$ cat config.mk
export PLATFORM = sky130hd
export DESIGN_NAME = uart_response_line_classifier_unit
export DESIGN_NICKNAME = d
export VERILOG_FILES = /design/src/hw/rtl/urlc_pkg.sv /design/src/hw/rtl/urlc_line_core.sv /design/src/hw/rtl/uart_response_line_classifier_unit.sv
export SDC_FILE = /design/constraint.sdc
export NUM_CORES = 1
export LEC_CHECK = 0
export ABC_AREA = 1
export BUFFER_PORTS_ARGS = -buffer_cell sky130_fd_sc_hd__buf_2
export CAP_MARGIN = 10
export CORE_MARGIN = 2
export CORE_UTILIZATION = 54
export CTS_CLUSTER_DIAMETER = 150
export DETAILED_ROUTE_END_ITERATION = 10
export PLACE_DENSITY_LB_ADDON = 0.2
export REMOVE_ABC_BUFFERS = 1
export SYNTH_ARGS = -nofsm -noshare
export SYNTH_HDL_FRONTEND = slang
export SYNTH_SLANG_ARGS = --single-unit
$ cat constraint.sdc
create_clock -name i_clk -period 3.5 [get_ports i_clk]
set_input_delay 0.35 -clock i_clk [delete_from_list [all_inputs] [get_ports i_clk]]
set_output_delay 0.35 -clock i_clk [all_outputs]
set_load 0.01 [all_outputs]
$ cat src/hw/rtl/urlc_pkg.sv
// shared types, codes and the response word classifier for the line classifier
package urlc_pkg;

    localparam logic [1:0] KIND_BYTE    = 2'd0;
    localparam logic [1:0] KIND_TIMEOUT = 2'd1;
    localparam logic [1:0] KIND_DISCARD = 2'd2;

    localparam logic [2:0] ST_STORED    = 3'd0;
    localparam logic [2:0] ST_DONE      = 3'd1;
    localparam logic [2:0] ST_PROTO_ERR = 3'd2;
    localparam logic [2:0] ST_TOO_SMALL = 3'd3;
    localparam logic [2:0] ST_DISCARD   = 3'd4;

    localparam logic [3:0] CLS_UNKNOWN   = 4'd0;
    localparam logic [3:0] CLS_DATA      = 4'd1;
    localparam logic [3:0] CLS_OK        = 4'd2;
    localparam logic [3:0] CLS_ERROR     = 4'd3;
    localparam logic [3:0] CLS_OVERVOLT  = 4'd4;
    localparam logic [3:0] CLS_UNDERVOLT = 4'd5;
    localparam logic [3:0] CLS_RESET     = 4'd6;
    localparam logic [3:0] CLS_READY     = 4'd7;
    localparam logic [3:0] CLS_SLEEP     = 4'd8;
    localparam logic [3:0] CLS_WAKE      = 4'd9;
    localparam logic [3:0] CLS_DONE      = 4'd10;

    localparam logic [7:0] CH_CR   = 8'h0D;
    localparam logic [7:0] CH_STAR = 8'h2A;

    localparam int         CAP_W       = 7;
    localparam logic [6:0] CAP_RESET   = 7'd64;
    localparam int         HEAD_LEN    = 5;
    localparam logic       REG_LINE_CAP = 1'b0;

    typedef struct packed {
        logic [1:0] kind;
        logic [7:0] rx_byte;
    } t_in_word;

    typedef struct packed {
        logic [2:0] status;
        logic [7:0] data_byte;
        logic [5:0] byte_index;
        logic [5:0] line_length;
        logic [3:0] response_class;
        logic       is_control;
        logic       is_terminal;
        logic [3:0] last_class;
    } t_out_word;

    function automatic logic [3:0] classify(input logic [HEAD_LEN-1:0][7:0] head,
                                            input logic is_len3,
                                            input logic is_len5);
        logic [3:0] cls;
        cls = CLS_DATA;
        if (is_len5 && head[0] == CH_STAR && head[1] == "D" && head[2] == "O"
                && head[3] == "N" && head[4] == "E") begin
            cls = CLS_DONE;
        end else if (is_len3 && head[0] == CH_STAR) begin
            case ({head[1], head[2]})
                "OK":    cls = CLS_OK;
                "ER":    cls = CLS_ERROR;
                "OV":    cls = CLS_OVERVOLT;
                "UV":    cls = CLS_UNDERVOLT;
                "RS":    cls = CLS_RESET;
                "RE":    cls = CLS_READY;
                "SL":    cls = CLS_SLEEP;
                "WA":    cls = CLS_WAKE;
                default: cls = CLS_DATA;
            endcase
        end
        return cls;
    endfunction

endpackage

$ cat src/hw/rtl/urlc_line_core.sv
// line state, head characters and per-word result logic
module urlc_line_core
    import urlc_pkg::*;
#(
    parameter int MAX_LINE = 64
) (
    input  logic             i_clk,
    input  logic             i_rst_n,
    input  logic             i_advance,
    input  t_in_word         i_item,
    input  logic [CAP_W-1:0] i_cap,
    output t_out_word        o_result
);

    localparam int FW = $clog2(MAX_LINE);
    localparam int CW = (FW + 1 > CAP_W) ? FW + 1 : CAP_W;

    logic [FW-1:0]                r_fill;
    logic [FW-1:0]                n_fill;
    logic [HEAD_LEN-1:0][7:0]     r_head;
    logic [HEAD_LEN-1:0][7:0]     n_head;
    logic [3:0]                   r_held;
    logic [3:0]                   n_held;
    logic [CW-1:0]                cap_ext;
    logic [CW-1:0]                cap_eff;
    logic [3:0]                   cls;
    logic                         fill_zero;

    always_comb begin
        cap_ext = CW'(i_cap);
        cap_eff = cap_ext;
        if (cap_ext > CW'(MAX_LINE)) begin
            cap_eff = CW'(MAX_LINE);
        end
        if (cap_ext == '0) begin
            cap_eff = CW'(1);
        end
    end

    assign fill_zero = (r_fill == '0);

    always_comb begin
        n_fill   = r_fill;
        n_head   = r_head;
        n_held   = r_held;
        o_result = '0;
        cls      = CLS_UNKNOWN;
        if ((i_item.kind == KIND_BYTE || i_item.kind == KIND_TIMEOUT) && fill_zero) begin
            n_held = CLS_UNKNOWN;
        end
        case (i_item.kind)
            KIND_BYTE: begin
                if (i_item.rx_byte == CH_CR) begin
                    if (fill_zero) begin
                        o_result.status = ST_PROTO_ERR;
                    end else begin
                        cls                  = classify(r_head, r_fill == FW'(3),
                                                        r_fill == FW'(5));
                        o_result.status      = ST_DONE;
                        o_result.line_length = 6'(r_fill);
                        n_held               = cls;
                        n_fill               = '0;
                    end
                end else if (CW'(r_fill) + CW'(1) >= cap_eff) begin
                    o_result.status = ST_TOO_SMALL;
                    n_fill          = '0;
                    n_held          = CLS_UNKNOWN;
                end else begin
                    o_result.status     = ST_STORED;
                    o_result.data_byte  = i_item.rx_byte;
                    o_result.byte_index = 6'(r_fill);
                    for (int i = 0; i < HEAD_LEN; i++) begin
                        if (r_fill == FW'(i)) begin
                            n_head[i] = i_item.rx_byte;
                        end
                    end
                    n_fill = r_fill + FW'(1);
                end
            end
            KIND_TIMEOUT: begin
                o_result.status = ST_PROTO_ERR;
                n_fill          = '0;
                n_held          = CLS_UNKNOWN;
            end
            default: begin
                o_result.status = ST_DISCARD;
                n_fill          = '0;
                n_held          = CLS_UNKNOWN;
            end
        endcase
        o_result.response_class = cls;
        o_result.is_control     = (cls >= CLS_OK);
        o_result.is_terminal    = (cls == CLS_OK || cls == CLS_ERROR || cls == CLS_DONE);
        o_result.last_class     = n_held;
    end

    always_ff @(posedge i_clk) begin
        if (!i_rst_n) begin
            r_fill <= '0;
            r_held <= CLS_UNKNOWN;
        end else if (i_advance) begin
            r_fill <= n_fill;
            r_held <= n_held;
        end
    end

    always_ff @(posedge i_clk) begin
        if (i_advance) begin
            r_head <= n_head;
        end
    end

`ifndef ASSERT_OFF
    a_fill_below_max: assert property (@(posedge i_clk) disable iff (!i_rst_n)
        r_fill < FW'(MAX_LINE - 1) || r_fill == FW'(MAX_LINE - 1))
        else $error("line fill count beyond buffer size");

    a_done_clears_fill: assert property (@(posedge i_clk) disable iff (!i_rst_n)
        i_advance && o_result.status == ST_DONE |=> r_fill == '0)
        else $error("fill count not cleared after completed line");

    a_store_counts_up: assert property (@(posedge i_clk) disable iff (!i_rst_n)
        i_advance && o_result.status == ST_STORED |=> r_fill == $past(r_fill) + FW'(1))
        else $error("stored byte did not advance fill count");
`endif

endmodule

$ cat src/hw/rtl/uart_response_line_classifier_unit.sv
// top level of the response line classifier with input and result registers
// channels: input word (kind, rx_byte) and result word, both valid/ready;
//   one result word for every input word, in order
// configuration: apb-style port, line_capacity at byte address 0, reads back
// datapath: a word accepted into the input register is classified and
//   registered in the result register when it leaves the input register
// throughput: one word per cycle unless the receiver stalls; input and result
//   registers let a new word enter while a finished result waits to be taken
// receiver stall: the result register holds, the input register fills, then
//   input ready drops until the result is taken
// reset: no line in progress, held class unknown, line_capacity 64, both
//   registers empty
module uart_response_line_classifier_unit
    import urlc_pkg::*;
#(
    parameter int MAX_LINE = 64
) (
    input  logic      i_clk,
    input  logic      i_rst_n,
    input  logic      i_in_valid,
    output logic      o_in_ready,
    input  t_in_word  i_in_word,
    output logic      o_out_valid,
    input  logic      i_out_ready,
    output t_out_word o_out_word,
    input  logic      psel,
    input  logic      penable,
    input  logic      pwrite,
    input  logic [2:0] paddr,
    input  logic [31:0] pwdata,
    output logic [31:0] prdata,
    output logic      pready
);

    logic             r_in_valid;
    t_in_word         r_in_word;
    logic             r_out_valid;
    t_out_word        r_out_word;
    logic [CAP_W-1:0] r_cap;
    logic             advance;
    logic             cap_write;
    t_out_word        result;

    assign advance    = r_in_valid && (!r_out_valid || i_out_ready);
    assign o_in_ready = !r_in_valid || advance;
    assign cap_write  = psel && penable && pwrite && (paddr[2] == REG_LINE_CAP);

    assign pready      = 1'b1;
    assign prdata      = (paddr[2] == REG_LINE_CAP) ? 32'(r_cap) : '0;
    assign o_out_valid = r_out_valid;
    assign o_out_word  = r_out_word;

    always_ff @(posedge i_clk) begin
        if (!i_rst_n) begin
            r_cap <= CAP_RESET;
        end else if (cap_write) begin
            r_cap <= pwdata[CAP_W-1:0];
        end
    end

    always_ff @(posedge i_clk) begin
        if (!i_rst_n) begin
            r_in_valid  <= 1'b0;
            r_out_valid <= 1'b0;
        end else begin
            if (o_in_ready) begin
                r_in_valid <= i_in_valid;
            end
            if (advance) begin
                r_out_valid <= 1'b1;
            end else if (i_out_ready) begin
                r_out_valid <= 1'b0;
            end
        end
    end

    always_ff @(posedge i_clk) begin
        if (o_in_ready && i_in_valid) begin
            r_in_word <= i_in_word;
        end
        if (advance) begin
            r_out_word <= result;
        end
    end

    urlc_line_core #(
        .MAX_LINE (MAX_LINE)
    ) u_core (
        .i_clk     (i_clk),
        .i_rst_n   (i_rst_n),
        .i_advance (advance),
        .i_item    (r_in_word),
        .i_cap     (r_cap),
        .o_result  (result)
    );

`ifndef ASSERT_OFF
    a_advance_loads_result: assert property (@(posedge i_clk) disable iff (!i_rst_n)
        advance |=> r_out_valid)
        else $error("classified word not loaded into result register");

    a_stall_means_full: assert property (@(posedge i_clk) disable iff (!i_rst_n)
        !o_in_ready |-> r_in_valid && r_out_valid && !i_out_ready)
        else $error("input stalled while a register is free");

    a_cap_only_on_write: assert property (@(posedge i_clk) disable iff (!i_rst_n)
        !cap_write |=> $stable(r_cap))
        else $error("line capacity changed without a write");
`endif

endmodule
==> out/results.txt <==
outcome = complete, no violations
fin crit share = 81.3%
Post-Synth XOR/XNOR Area = 0.527%
filler cell count = 776
routability cong. = 0.848
kind of critical path = flip-flop to flip-flop
sequential area share after synthesis = 57.6%
Initial Util = 54.8%
Crit-path slowest cell = dfxtp_1
worst slew pin tran = 0.564 ns
Compound-Gate Fraction of Synth Area = 3.81%
initial antenna violation count = 0
TritonCTS clock tree = built
most frequent cells in the layout = 100 x nand2_1, 95 x nor2_1, 83 x edfxtp_1, 75 x inv_1, 66 x buf_2
final worst path period need = 2.85 ns
Max VDD drop = 281 uV
vias per inst = 4.97
DRT iter0 DRCs = 192
RSZ-0062 raised after global routing = false
H-Tree Depth = 3
Pre-antenna DRT Iters = 4
Yosys reg bits = 102
TritonCTS buffer count = 9
hold crit path type = primary input to flip-flop
total power = 2280 uW
Max Cap Viol = 0
Worst Path Max Fanout = 8
Buf/Inv on CP = 2
final setup vio count = 0
die extent in y = 100 um
Synth Area in Adders = 2.76%
power per standard cell area = 408 nW/um^2
multiplexer share of the synthesized area = 0%
Worst Skew = 0.0162 ns
synthesized instance count = 536
Top-Level Pins = 120
IO buf count = 66
main combinational cell family by area after synthesis = simple AND/OR/NAND/NOR gates
Simple-Gate Fraction of Synth Area = 24.2%
Synth Warn # = 0
hpwl dp = 7210 um
utilization after layout = 61.3%
pin count of the biggest net entering global routing = 47
antenna viol nets, final = 0
first-pass GRT wire length = 15700 um
Fmax = 0.351 GHz
final hold vios = 0
worst hold slack = 0.153 ns
Post-CTS Setup Repair Bufs = 0
routed wire length = 9490 um
Critical Path Start Type = flip-flop
Largest stage delay, worst path = 0.43 ns
Crit path top cell by count = ha_1
max-slew violations = 0
mean post-synth cell area = 9.30 sq um
Worst Path Arrival = 2.92 ns
Slew headroom = 62.4%
CTS Root Cell = clkbuf_8
Reg area = 2870 sq um
library cells used by synthesis = 32
ANT cells = 0
Final TNS setup = 0 ns
CTS clk-pin slew, worst paths = 0.10 ns
internal reg-to-reg setup slack = 0.65 ns
total grt overflow = 0
Pleak = 0.00247 uW
Synth Cell Area = 4990 sq um
Skew-Pair Late Insertion Delay = 0.37 ns
CP Capture Type = flip-flop
Cell Rows = 35
core area = 9110 sq um
Area Growth Syn to Fin = 12.0%
Die ar. = 10000 sq um
hold buffer count at cts = 0
CTS Sinks = 102
CTS resizes = 0
CP delay by family, top = simple AND/OR/NAND/NOR gates
CTS max path bufs = 2
commonest non-fill, non-tap cell in the layout = nand2_1
worst path cell trace = ha_1 -> nand4_1 -> nand2_1 -> inv_1 -> ha_1 -> a21oi_1 -> o21a_1 -> nand3_2 -> nor3_4 -> nand2_4 -> nor4_1 -> buf_4
total global-route track usage = 20.3%
NumNets Final = 673
vias in the first global route = 3435
Die W = 100 um
mean routed wirelength per cell = 13.1 um
layout cells sized above 1 = 17.2%
multi-input logic area = 1660 sq um
Worst Path Required = 3.58 ns
DRC = 0
vias post-DR = 3608
==> worst paths after layout <==
kind,startpoint,to,cells past startpoint
hold reg to reg,r_cap[5]$_SDFFE_PN0P_,r_cap[5]$_SDFFE_PN0P_,2
hold / removal,i_in_word[2],r_in_word[2]$_DFFE_PP_,1
setup / recovery,u_core.r_fill[0]$_SDFFE_PN0P_,u_core.r_head[37]$_DFFE_PP_,12
setup reg to reg,u_core.r_fill[0]$_SDFFE_PN0P_,u_core.r_head[37]$_DFFE_PP_,12
==> cell usage after synthesis, drive strengths merged <==
library cell / instances / area share [%]
clkbuf: 3 / 0.23
xor2: 3 / 0.53
nand2: 103 / 8.1
o211ai: 2 / 0.30
nand4: 16 / 2.0
o21ai: 11 / 1.1
nor2: 99 / 8.0
o21a: 2 / 0.30
nand3: 33 / 3.8
buf: 31 / 4.6
nor3: 12 / 1.9
conb: 2 / 0.15
ha: 11 / 2.8
inv: 79 / 5.9
clkinv: 2 / 0.18
edfxtp: 83 / 50
a21oi: 21 / 2.1
and3: 1 / 0.13
nor4: 3 / 0.38
dfxtp: 19 / 7.6
==> logic make-up (layout without fill, tap and decap cells) <==
logic type,Yosys count,count (layout)
xor+xnor,3,3
compound gates,36,36
fa+ha+maj,11,11
flops,102,102
buf+inv,115,170
simple gates,267,267
other cells,2,26
==> where the power goes <==
group          leakage [uW]  switching (uW)  internal (uW)  total, uW
combinational       0.00143            92.9           43.8        137
clock              0.000109             426            353        779
sequential         0.000931            21.2           1340       1360
total               0.00247             540           1740       2280
==> final cells by class <==
type	instances	area share, %
inverter	81	5.47
clock buffer	9	2.22
timing repair buffer	73	6.86
clock inverter	7	1.81
tap	111	2.49
multi-input combinational	343	29.7
sequential	102	51.4
==> registers in the layout, indices dropped and copies added, names as in the netlist <==
| register | count |
|---|---|
| o_out_valid | 1 |
| o_out_word | 33 |
| r_cap | 7 |
| r_in_valid | 1 |
| r_in_word | 10 |
| u_core.r_fill | 6 |
| u_core.r_head | 40 |
| u_core.r_held | 4 |
==> routing by layer <==
layer | global-route usage (%) | part of all wire, % | up-vias | wire [um]
li1 | - | - | 1847 | -
met3 | 3.76 | 4.4 | 11 | 413
met5 | 0 | 0 | - | 0
met2 | 33.5 | 48 | 103 | 4520
met1 | 26.9 | 46 | 1647 | 4380
met4 | 7.90 | 1.8 | 0 | 167
==> metrics by stage <==
step / setup WS [ns] / instances / area, sq um
after floorplan: 0.280 / 526 / 4840
after global placement: 0.757 / 710 / 5360
after detailed placement: 0.673 / 710 / 5360
after CTS: 0.640 / 726 / 5580
after global routing: 0.431 / 726 / 5580
final: 0.654 / 726 / 5580
(Power assumes the default switching activity.)
